File: src/rtl/prq_pkg.sv
// shared types and constants for the priority ready queue insert block
// entry record, cell control group, field widths and register indexes
// no dependencies
package prq_pkg;

	localparam int QUEUE_DEPTH = 32;
	localparam int IDX_W       = $clog2(QUEUE_DEPTH);

	localparam int PRIO_W   = 11;
	localparam int TID_W    = 8;
	localparam int BASE_W   = 8;
	localparam int OFFS_W   = 10;
	localparam int POS_W    = 6;
	localparam int IDLE_W   = 8;
	localparam int ADJ_W    = 9;
	localparam int CFG_IDX_W  = 8;
	localparam int CFG_DATA_W = 16;

	localparam logic [CFG_IDX_W-1:0] REG_IDLE_PRIORITY = CFG_IDX_W'(0);
	localparam logic [CFG_IDX_W-1:0] REG_IDLE_ADJUST   = CFG_IDX_W'(1);

	typedef struct packed {
		logic              valid;
		logic [PRIO_W-1:0] prio;
		logic [TID_W-1:0]  tid;
		logic              atom;
	} prq_entry_t;

	// per-cell control from the top level
	typedef struct packed {
		logic upd;        // insert transaction commits this cycle
		logic le_prev;    // insert point lies at or before the left neighbor
		logic prior_stop; // some cell nearer the head stops the scan
	} prq_ctl_t;

	// per-cell status back to the top level
	typedef struct packed {
		logic stop; // scan stops at this cell
		logic le;   // insert point lies at or before this cell
		logic ins;  // new task lands in this cell
	} prq_stat_t;

endpackage

File: src/rtl/priority_ready_queue_insert.sv
// sorted ready queue insertion: a row of prq_cell slots plus priority capping
// the input is registered in the s1 stage, then moves to the result register
// throughput: one insertion per cycle while the result side keeps taking results
// the insert cycle stalls only while a previous result still waits on m_axis_tready
// reset: queue empty, both ceiling registers zero, no clearing pass
// depends on prq_pkg and prq_cell
module priority_ready_queue_insert (
	input  logic                             clk,
	input  logic                             arst_n,
	input  logic                             s_axis_tvalid,
	output logic                             s_axis_tready,
	// task_id[7:0], base_priority[15:8], priority_offset[25:16], zero fill
	input  logic [31:0]                      s_axis_tdata,
	// atomic[0]
	input  logic [0:0]                       s_axis_tuser,
	output logic                             m_axis_tvalid,
	input  logic                             m_axis_tready,
	// insert_position[5:0], adjusted_offset[15:6]
	output logic [15:0]                      m_axis_tdata,
	// clamped[0], queue_full[1]
	output logic [1:0]                       m_axis_tuser,
	input  logic                             cfg_valid,
	output logic                             cfg_ready,
	input  logic [prq_pkg::CFG_IDX_W-1:0]    cfg_index,
	input  logic [prq_pkg::CFG_DATA_W-1:0]   cfg_data
);
	import prq_pkg::*;

	logic [IDLE_W-1:0] idle_q;
	logic [ADJ_W-1:0]  adj_q;

	logic              busy_q;
	logic              advance;
	logic              accept;
	logic              full;
	logic              upd;

	logic signed [PRIO_W-1:0] base_ext;
	logic signed [PRIO_W-1:0] offs_ext;
	logic signed [PRIO_W-1:0] eff;
	logic signed [PRIO_W-1:0] ceil_v;
	logic signed [PRIO_W-1:0] offs_capped;
	logic                     clamp;

	logic [PRIO_W-1:0] eff_s1;
	logic [OFFS_W-1:0] offs_s1;
	logic              clamp_s1;
	logic [TID_W-1:0]  tid_s1;
	logic              atom_s1;

	logic              m_valid_q;
	logic [POS_W-1:0]  pos_q;
	logic [OFFS_W-1:0] offs_q;
	logic              clamp_q;
	logic              full_q;

	prq_entry_t entries [QUEUE_DEPTH];
	prq_stat_t  stats   [QUEUE_DEPTH];
	prq_ctl_t   ctls    [QUEUE_DEPTH];
	prq_entry_t new_entry;
	prq_entry_t head_entry;

	logic [QUEUE_DEPTH-1:0] stop_vec;
	logic [QUEUE_DEPTH-1:0] ins_vec;
	logic [QUEUE_DEPTH-1:0] valid_vec;
	logic [IDX_W-1:0]       pos_idx;

	// configuration
	assign cfg_ready = 1'b1;

	always_ff @(posedge clk or negedge arst_n) begin
		if (!arst_n) begin
			idle_q <= '0;
			adj_q  <= '0;
		end else if (cfg_valid) begin
			case (cfg_index)
				REG_IDLE_PRIORITY: idle_q <= cfg_data[IDLE_W-1:0];
				REG_IDLE_ADJUST:   adj_q  <= cfg_data[ADJ_W-1:0];
				default: ;
			endcase
		end
	end

	// handshake
	assign full          = entries[QUEUE_DEPTH-1].valid;
	assign advance       = busy_q & (~m_valid_q | m_axis_tready);
	assign upd           = advance & ~full;
	assign s_axis_tready = ~busy_q | advance;
	assign accept        = s_axis_tvalid & s_axis_tready;

	always_ff @(posedge clk or negedge arst_n) begin
		if (!arst_n) begin
			busy_q <= 1'b0;
		end else if (accept) begin
			busy_q <= 1'b1;
		end else if (advance) begin
			busy_q <= 1'b0;
		end
	end

	// effective priority and capping at the ceiling
	always_comb begin
		base_ext = PRIO_W'($signed(s_axis_tdata[15:8]));
		offs_ext = PRIO_W'($signed(s_axis_tdata[25:16]));
		eff      = base_ext + offs_ext;
		ceil_v   = PRIO_W'($signed(idle_q)) + PRIO_W'($signed(adj_q));
		clamp    = eff >= ceil_v;
		offs_capped = clamp ? (ceil_v - base_ext) : offs_ext;
	end

	always_ff @(posedge clk) begin
		if (accept) begin
			eff_s1   <= clamp ? ceil_v : eff;
			offs_s1  <= offs_capped[OFFS_W-1:0];
			clamp_s1 <= clamp;
			tid_s1   <= s_axis_tdata[7:0];
			atom_s1  <= s_axis_tuser[0];
		end
	end

	// row of cells
	assign new_entry  = '{valid: 1'b1, prio: eff_s1, tid: tid_s1, atom: atom_s1};
	assign head_entry = '{valid: 1'b1, prio: '0, tid: '0, atom: 1'b0};

	always_comb begin
		for (int i = 0; i < QUEUE_DEPTH; i++) begin
			stop_vec[i]  = stats[i].stop;
			ins_vec[i]   = stats[i].ins;
			valid_vec[i] = entries[i].valid;
		end
	end

	always_comb begin
		for (int i = 0; i < QUEUE_DEPTH; i++) begin
			ctls[i].upd        = upd;
			ctls[i].le_prev    = (i == 0) ? 1'b0 : stats[(i == 0) ? 0 : i-1].le;
			ctls[i].prior_stop =
				|(stop_vec & ((QUEUE_DEPTH'(1) << i) - QUEUE_DEPTH'(1)));
		end
	end

	for (genvar g = 0; g < QUEUE_DEPTH; g++) begin : g_cell
		if (g == 0) begin : g_head
			prq_cell u_cell (
				.clk        (clk),
				.arst_n     (arst_n),
				.ctl        (ctls[g]),
				.left_entry (head_entry),
				.new_entry  (new_entry),
				.entry      (entries[g]),
				.stat       (stats[g])
			);
		end else begin : g_body
			prq_cell u_cell (
				.clk        (clk),
				.arst_n     (arst_n),
				.ctl        (ctls[g]),
				.left_entry (entries[g-1]),
				.new_entry  (new_entry),
				.entry      (entries[g]),
				.stat       (stats[g])
			);
		end
	end

	// one-hot landing cell to index
	always_comb begin
		pos_idx = '0;
		for (int i = 0; i < QUEUE_DEPTH; i++) begin
			pos_idx = pos_idx | (ins_vec[i] ? IDX_W'(i) : IDX_W'(0));
		end
	end

	// result register
	always_ff @(posedge clk or negedge arst_n) begin
		if (!arst_n) begin
			m_valid_q <= 1'b0;
		end else if (advance) begin
			m_valid_q <= 1'b1;
		end else if (m_axis_tready) begin
			m_valid_q <= 1'b0;
		end
	end

	always_ff @(posedge clk) begin
		if (advance) begin
			pos_q   <= full ? POS_W'(0) : POS_W'(pos_idx);
			offs_q  <= offs_s1;
			clamp_q <= clamp_s1;
			full_q  <= full;
		end
	end

	assign m_axis_tvalid = m_valid_q;
	assign m_axis_tdata  = {offs_q, pos_q};
	assign m_axis_tuser  = {full_q, clamp_q};

`ifndef SYNTHESIS
	// occupied slots always form a run from the head
	a_contiguous: assert property (@(posedge clk) disable iff (!arst_n)
		$onehot({1'b0, valid_vec} + (QUEUE_DEPTH+1)'(1)))
		else $error("queue slots not contiguous from head");

	// a committed insert lands in exactly one cell
	a_one_landing: assert property (@(posedge clk) disable iff (!arst_n)
		upd |-> $onehot(ins_vec))
		else $error("insert landing cell not unique");

	// a committed insert grows the queue by one entry
	a_grow: assert property (@(posedge clk) disable iff (!arst_n)
		upd |=> $countones(valid_vec) == $past($countones(valid_vec)) + 1)
		else $error("queue occupancy did not grow by one");
`endif

endmodule

File: src/rtl/prq_cell.sv
// one slot of the sorted ready queue: holds an entry, compares it with the
// incoming task and takes the new task, the left neighbor's entry or none
// depends on prq_pkg
module prq_cell (
	input  logic                clk,
	input  logic                arst_n,
	input  prq_pkg::prq_ctl_t   ctl,
	input  prq_pkg::prq_entry_t left_entry,
	input  prq_pkg::prq_entry_t new_entry,
	output prq_pkg::prq_entry_t entry,
	output prq_pkg::prq_stat_t  stat
);
	import prq_pkg::*;

	logic              valid_q;
	logic [PRIO_W-1:0] prio_q;
	logic [TID_W-1:0]  tid_q;
	logic              atom_q;
	logic              higher;

	assign higher = $signed(new_entry.prio) > $signed(prio_q);

	always_comb begin
		stat.stop = valid_q & (atom_q | higher);
		// an atomic stop places the task after this cell, so not here
		stat.le   = ctl.prior_stop | (stat.stop & ~atom_q) | ~valid_q;
		stat.ins  = stat.le & ~ctl.le_prev;
	end

	always_ff @(posedge clk or negedge arst_n) begin
		if (!arst_n) begin
			valid_q <= 1'b0;
		end else if (ctl.upd) begin
			valid_q <= valid_q | left_entry.valid;
		end
	end

	always_ff @(posedge clk) begin
		if (ctl.upd) begin
			if (stat.ins) begin
				prio_q <= new_entry.prio;
				tid_q  <= new_entry.tid;
				atom_q <= new_entry.atom;
			end else if (ctl.le_prev) begin
				prio_q <= left_entry.prio;
				tid_q  <= left_entry.tid;
				atom_q <= left_entry.atom;
			end
		end
	end

	assign entry = '{valid: valid_q, prio: prio_q, tid: tid_q, atom: atom_q};

endmodule
File: config.mk
export PLATFORM = sky130hd
export DESIGN_NAME = priority_ready_queue_insert
export DESIGN_NICKNAME = d
export VERILOG_FILES = /design/src/rtl/prq_pkg.sv /design/src/rtl/priority_ready_queue_insert.sv /design/src/rtl/prq_cell.sv
export SDC_FILE = /design/constraint.sdc
export NUM_CORES = 1
export LEC_CHECK = 0
export BUFFER_PORTS_ARGS = -buffer_cell sky130_fd_sc_hd__clkbuf_2
export CAP_MARGIN = 20
export CORE_ASPECT_RATIO = 2
export CORE_UTILIZATION = 25
export DETAILED_ROUTE_END_ITERATION = 8
export SETUP_SLACK_MARGIN = 0.3
export SYNTH_ARGS = -nofsm -noshare
export SYNTH_HDL_FRONTEND = slang
export SYNTH_SLANG_ARGS = --single-unit
File: constraint.sdc
create_clock -name clk -period 8.9 [get_ports clk]
set_input_delay 1.78 -clock clk [delete_from_list [all_inputs] [get_ports clk]]
set_output_delay 1.78 -clock clk [all_outputs]
set_load 0.005 [all_outputs]
# == Yosys cells after proc, flatten, opt, wreduce, memory -nomap -nowiden ==
# Cells that the tools add are included.
# Widths: inputs -> output; s select.
# op_classes
n_eq_ne,1
n_reduce_logical,98
muxes,161
n_addsub,3
mul,0
div_mod_pow,0
magnitude_cmp,33
bitwise,353
shift,0
# ops
cell,n
$mux 11,63
$gt 11x11->1,32
$or 1x1->1,128
$and 1x1->1,98
$not 1->1,97
$mux 5,16
$or 5x5->5,15
$reduce_and 2->1,34
$mux 1,67
$reduce_bool 2->1,33
$mux 4,8
$reduce_or 31->1,1
$reduce_or 30->1,1
$reduce_or 29->1,1
$or 4x4->4,7
$reduce_or 28->1,1
$reduce_or 27->1,1
$reduce_or 26->1,1
$reduce_or 25->1,1
$reduce_or 24->1,1
$reduce_or 23->1,1
$reduce_or 22->1,1
$reduce_or 21->1,1
$reduce_or 20->1,1
33 further kinds,39
# word_totals
in_bits,62
n_memories,0
wordCells,758
latchBits,0
register_bits,476
mem_bits_ro,0
mem_bits_rw,0

# == Depth between registers and ports, before layout ==
# depth
depth_word,39
mapped_depth,21
depth_no_buf,20

# == Hierarchy ==
# A second synthesis with hierarchy kept.
# hier_totals
cells_unflattened,4331
area_unflattened_um2,50128.1
# modules_own_cells
module,cells_each,n_inst,seq_area_each_um2,area_each_um2
prq_cell at g_cell[0].g_head.u_cell ...,124,16,625.6,1427.6
prq_cell at g_cell[24].g_body.u_cell ...,122,14,625.6,1435.1
priority_ready_queue_insert,391,1,1916.8,4324.1
prq_cell at g_cell[7].g_body.u_cell ...,124,2,625.6,1435.1

# == Worst setup path before layout ==
# No wires, ideal clock.
# synth_timing
kind,in2reg
start,input port s_axis_tdata[8]
end,"register eff_s1[1], data pin"
cell_stages,20
setup_time_ns,0.260
arrival_ns,5.423
path_slack_ns,3.217
path_cell_list,ha_1 fa_1 a21oi_1 nor2_1 nor2_1 o21bai_1 a21oi_1 o21bai_1 a21oi_1 nor2b_1 nor3_1 mux2_2 ha_1 or4b_2 a21oi_1 o21ai_0 nand2_1 o31a_1 clkbuf_1 mux2_2
# synth_via
elab_chain_cells,3
# synth_lines
element,line,source
from (decl),priority_ready_queue_insert.sv:13,"input logic [31:0] s_axis_tdata,"
$add 8x10->11 *,priority_ready_queue_insert.sv:105,eff = base_ext + offs_ext;
$ge 11x10->1,priority_ready_queue_insert.sv:107,clamp = eff >= ceil_v;
$mux 11 *,priority_ready_queue_insert.sv:113,eff_s1 <= clamp ? ceil_v : eff;
to (signal assigned),priority_ready_queue_insert.sv:113,
to (decl),priority_ready_queue_insert.sv:45,logic [PRIO_W-1:0] eff_s1;
# Every way passes the cells marked *; elsewhere a longest branch is shown, timed or not.
# A chain may end at the register's enable or synchronous reset.

# == Worst setup path after layout ==
# layout_timing
start,register eff_s1[0]
end,"register pos_q[2], data pin"
# layout_via
elab_chain_cells,37
word_cells_on_any_way,252
# layout_lines
element,line,source
$gt 11x11->1,prq_cell.sv:21,assign higher = $signed(new_entry.prio) > $signed(prio_q);
$or 1x1->1,prq_cell.sv:24,stat.stop = valid_q & (atom_q | higher);
$and 1x1->1,prq_cell.sv:24,
$reduce_or 3->1 / $and 1x1->1 (equally long branches),"priority_ready_queue_insert.sv:138, prq_cell.sv:26",
$or 1x1->1 (2 in series),prq_cell.sv:26,stat.le = ctl.prior_stop | (stat.stop & ~atom_q) | ~valid_q;
$not 1->1,prq_cell.sv:27,stat.ins = stat.le & ~ctl.le_prev;
$and 1x1->1,prq_cell.sv:27,
$mux 3,priority_ready_queue_insert.sv:170,pos_idx = pos_idx | (ins_vec[i] ? IDX_W'(i) : IDX_W'(0));
$or 2x3->3,priority_ready_queue_insert.sv:170,
$or 3x3->3 (3 in series),priority_ready_queue_insert.sv:170,
$or 3x4->4,priority_ready_queue_insert.sv:170,
$or 4x4->4 (7 in series),priority_ready_queue_insert.sv:170,
$or 4x5->5,priority_ready_queue_insert.sv:170,
$or 5x5->5 (14 in series),priority_ready_queue_insert.sv:170,
$or 5x5->5 *,priority_ready_queue_insert.sv:170,
to (signal assigned),priority_ready_queue_insert.sv:187,pos_q <= full ? POS_W'(0) : POS_W'(pos_idx);
to (decl),priority_ready_queue_insert.sv:52,logic [POS_W-1:0] pos_q;
# Marks and branches as above.

==> results.cfg <==
[yosys]
ys_warn_count = 0
synth_top_area_share = 0.413
yosysUniqueCellTypes = 81
synth_common_cells = edfxtp_1 (424), inv_1 (407), ha_1 (391)
synth_async_sr_flop_share = 0.107
yosysTopAreaCell = edfxtp_1
syn_inst = 3002
synth_seq_cells = 475
synth_area_leaders = edfxtp_1 (41%), ha_1 (16%), mux2_2 (6.6%), inv_1 (4.9%), o21ai_0 (4.7%)
yosysMostFrequentCell = edfxtp_1
synth.avg_cell_area_sq_um = 10.3
synthFlopType = edfxtp_1
synth_area_sq_mm = 0.0309
ys_seq_area_frac = 0.454
synth_enable_flop_cells = 424
synth_nets = 3458

[timing]
rsz0062_at_grt = false
final_max_slew_viol_count = 0
fmax_mhz = 167
setup_slack_ps = 2910
finalHoldViolCount = 0
setup_tns_ps = 0
finalSetupViolCount = 0
relSlewSlack = 0.262
clock_skew_ps = 26.1
period_share = 0.673
period_minus_slack_ps = 5990
tightestPinTransition_ps = 1110

[placed_design]
dpl_worst_slack_ps = 2540
gp_congestion = 0.886
post-dp-hpwl_um = 64700
place_area_sq_mm = 0.0332
port_buffers = 59

[detailed_routing]
avgViaCountPerCell = 4.86
vias = 22800
firstDrtPassIters = 5
drc = 0
antenna_left = 0
wl_per_cell_um = 18.5
drt_wl_total_um = 86600
first_iter_violations = 960

[clocking]
cts_tree = built
post_cts_buffers = 0
numCtsBuffers = 51
cts_hold_buf = 0
cts.sinks = 475
clock_latency_ps = 630
post_cts_resized = 0
cts-root-buf = clkbuf_16
h-tree-depth = 2
clk_pin_slew_ps = 70
cts.path.max_buffers = 3

[worst_setup_path]
critPathLaunchType = flip-flop
crit_family = buffers and inverters
crit_top_cell = buf_4
path_max_fanout = 29
critical-path-max-stage-delay_ps = 700
endpoint_kind = flip-flop
slowest_stage = inv_1
critPathKind = flip-flop to flip-flop
crit_chain = buf_4 -> inv_2 -> buf_4 -> ha_1 -> o21ai_0 -> a221oi_1 -> a21oi_1 -> a311oi_2 -> nand3_1 -> nor3_2 -> o2111ai_1 -> inv_1 -> nor4_1 -> a41oi_1
critical_path_buf_inv_count = 4
cp_data_arrival_time_ps = 6460
cp.required_ps = 9370

[floorplan]
die_h_um = 499
dieArea_sq_mm = 0.125
core_sq_mm = 0.123
placementRows = 182
io_pins = 83
start_util = 0.251
dieWidth_um = 250

[finish]
area_growth_pct = 13.3
fin_area_sq_mm = 0.0350
final_nets = 3535
drive_above_1_share = 0.135

[global_routing]
grt_pass1_wl_um = 131000
grt-ovfl-total = 0
grt_max_degree = 52
antenna_found_initial = 2
grt_usage = 0.137
grt_pass1_vias = 23700

[power]
p_leak_nw = 14.4
ir_drop_mv = 0.128
p_per_area_mw_per_mm2 = 162

[run_status]
outcome = finished clean

[job]
drv_cap = 0

[worst_hold_path]
hp-class = flip-flop to flip-flop
-- stage by stage --
step	hold slack, ps	total power [W]	std cells	util
floorplan	400	0.00317	3002	-
global placement	406	0.00348	4575	0.270
detailed placement	408	0.00351	4578	0.270
CTS	422	0.00570	4672	0.284
global route	437	0.00588	4685	0.285
finish	425	0.00565	4685	0.285
-- metal layers --
| metal | routed length [um] | track usage | up-vias |
|---|---|---|---|
| met5 | 0 | 0 | - |
| met1 | 28200 | 0.119 | 10900 |
| met4 | 6310 | 0.0977 | 0 |
| met2 | 48800 | 0.280 | 589 |
| met3 | 3360 | 0.0193 | 298 |
| li1 | - | - | 11000 |
-- area by class of cell --
class | count | area, sq um
multi-input combinational | 2011 | 14900
inverter | 407 | 1530
tap | 1564 | 1960
timing repair buffer | 133 | 862
sequential | 475 | 14000
antenna | 1 | 2.50
fill | 12600 | 87800
clock buffer | 68 | 1450
clock inverter | 26 | 224
-- where the power goes --
group | switching (W) | internal (W)
Combinational | 0.000619 | 0.000363
Sequential | 0.0000373 | 0.00245
Clock | 0.000928 | 0.00126
-- kinds of logic after synthesis --
| group | share of synthesized area |
|---|---|
| other | 0.000243 |
| flip-flops | 0.454 |
| XOR/XNOR | 0.00596 |
| adder cells (fa/ha/maj) | 0.160 |
| multiplexers | 0.0666 |
| AO/OA/AOI/OAI | 0.139 |
| AND/OR/NAND/NOR | 0.110 |
| buffers and inverters | 0.0636 |
-- cell usage in the layout (no fill, tap or decap), drive strengths merged, types with 13 or more instances in the layout --
| cell | netlist | layout |
|---|---|---|
| a221oi | 13 | 13 |
| o21bai | 16 | 16 |
| o21a | 22 | 22 |
| buf | 12 | 75 |
| nand2b | 27 | 27 |
| nand2 | 351 | 351 |
| inv | 407 | 408 |
| nor2 | 94 | 94 |
| nand4 | 36 | 36 |
| xnor2 | 19 | 19 |
| o21ai | 300 | 300 |
| clkinv | 0 | 21 |
| nor2b | 32 | 32 |
| nor4 | 14 | 14 |
| o211ai | 22 | 22 |
| nand3 | 50 | 50 |
| and3 | 14 | 14 |
| a21o | 41 | 41 |
| clkbuf | 97 | 126 |
| mux2 | 180 | 180 |
| a31oi | 13 | 13 |
| dfrtp | 51 | 51 |
| a21oi | 138 | 138 |
| a211oi | 19 | 19 |
| o31ai | 32 | 32 |
| ha | 391 | 391 |
| nor3 | 42 | 42 |
| edfxtp | 424 | 424 |
-- worst paths after layout --
| check | startpoint | end | slack (ps) | cells past startpoint |
|---|---|---|---|---|
| hold / removal | offs_s1[4]$_DFFE_PP_ | offs_q[4]$_DFFE_PP_ | 430 | 0 |
| min in group asynchronous | arst_n | adj_q[8]$_DFFE_PN0P_ | 1360 | 2 |
| hold reg to reg | offs_s1[4]$_DFFE_PP_ | offs_q[4]$_DFFE_PP_ | 430 | 0 |
| setup reg to reg | eff_s1[0]$_DFFE_PP_ | pos_q[2]$_SDFFCE_PP0P_ | 2910 | 14 |
| setup / recovery | eff_s1[0]$_DFFE_PP_ | pos_q[2]$_SDFFCE_PP0P_ | 2910 | 14 |
| max in group asynchronous | arst_n | g_cell[2].g_body.u_cell.valid_q$_DFFE_PN0P_ | 6960 | 2 |
-- flip-flops by register name, summed over array words and instances (netlist names), 8 cells and up --
| register | flops |
|---|---|
| offs_s1 | 10 |
| offs_q | 10 |
| g_cell.g_body.u_cell.valid_q | 31 |
| g_cell.g_body.u_cell.prio_q | 341 |
| g_cell.g_head.u_cell.prio_q | 11 |
| g_cell.g_body.u_cell.atom_q | 31 |
| idle_q | 8 |
| adj_q | 9 |
| eff_s1 | 11 |
(Power assumes the default switching activity.)
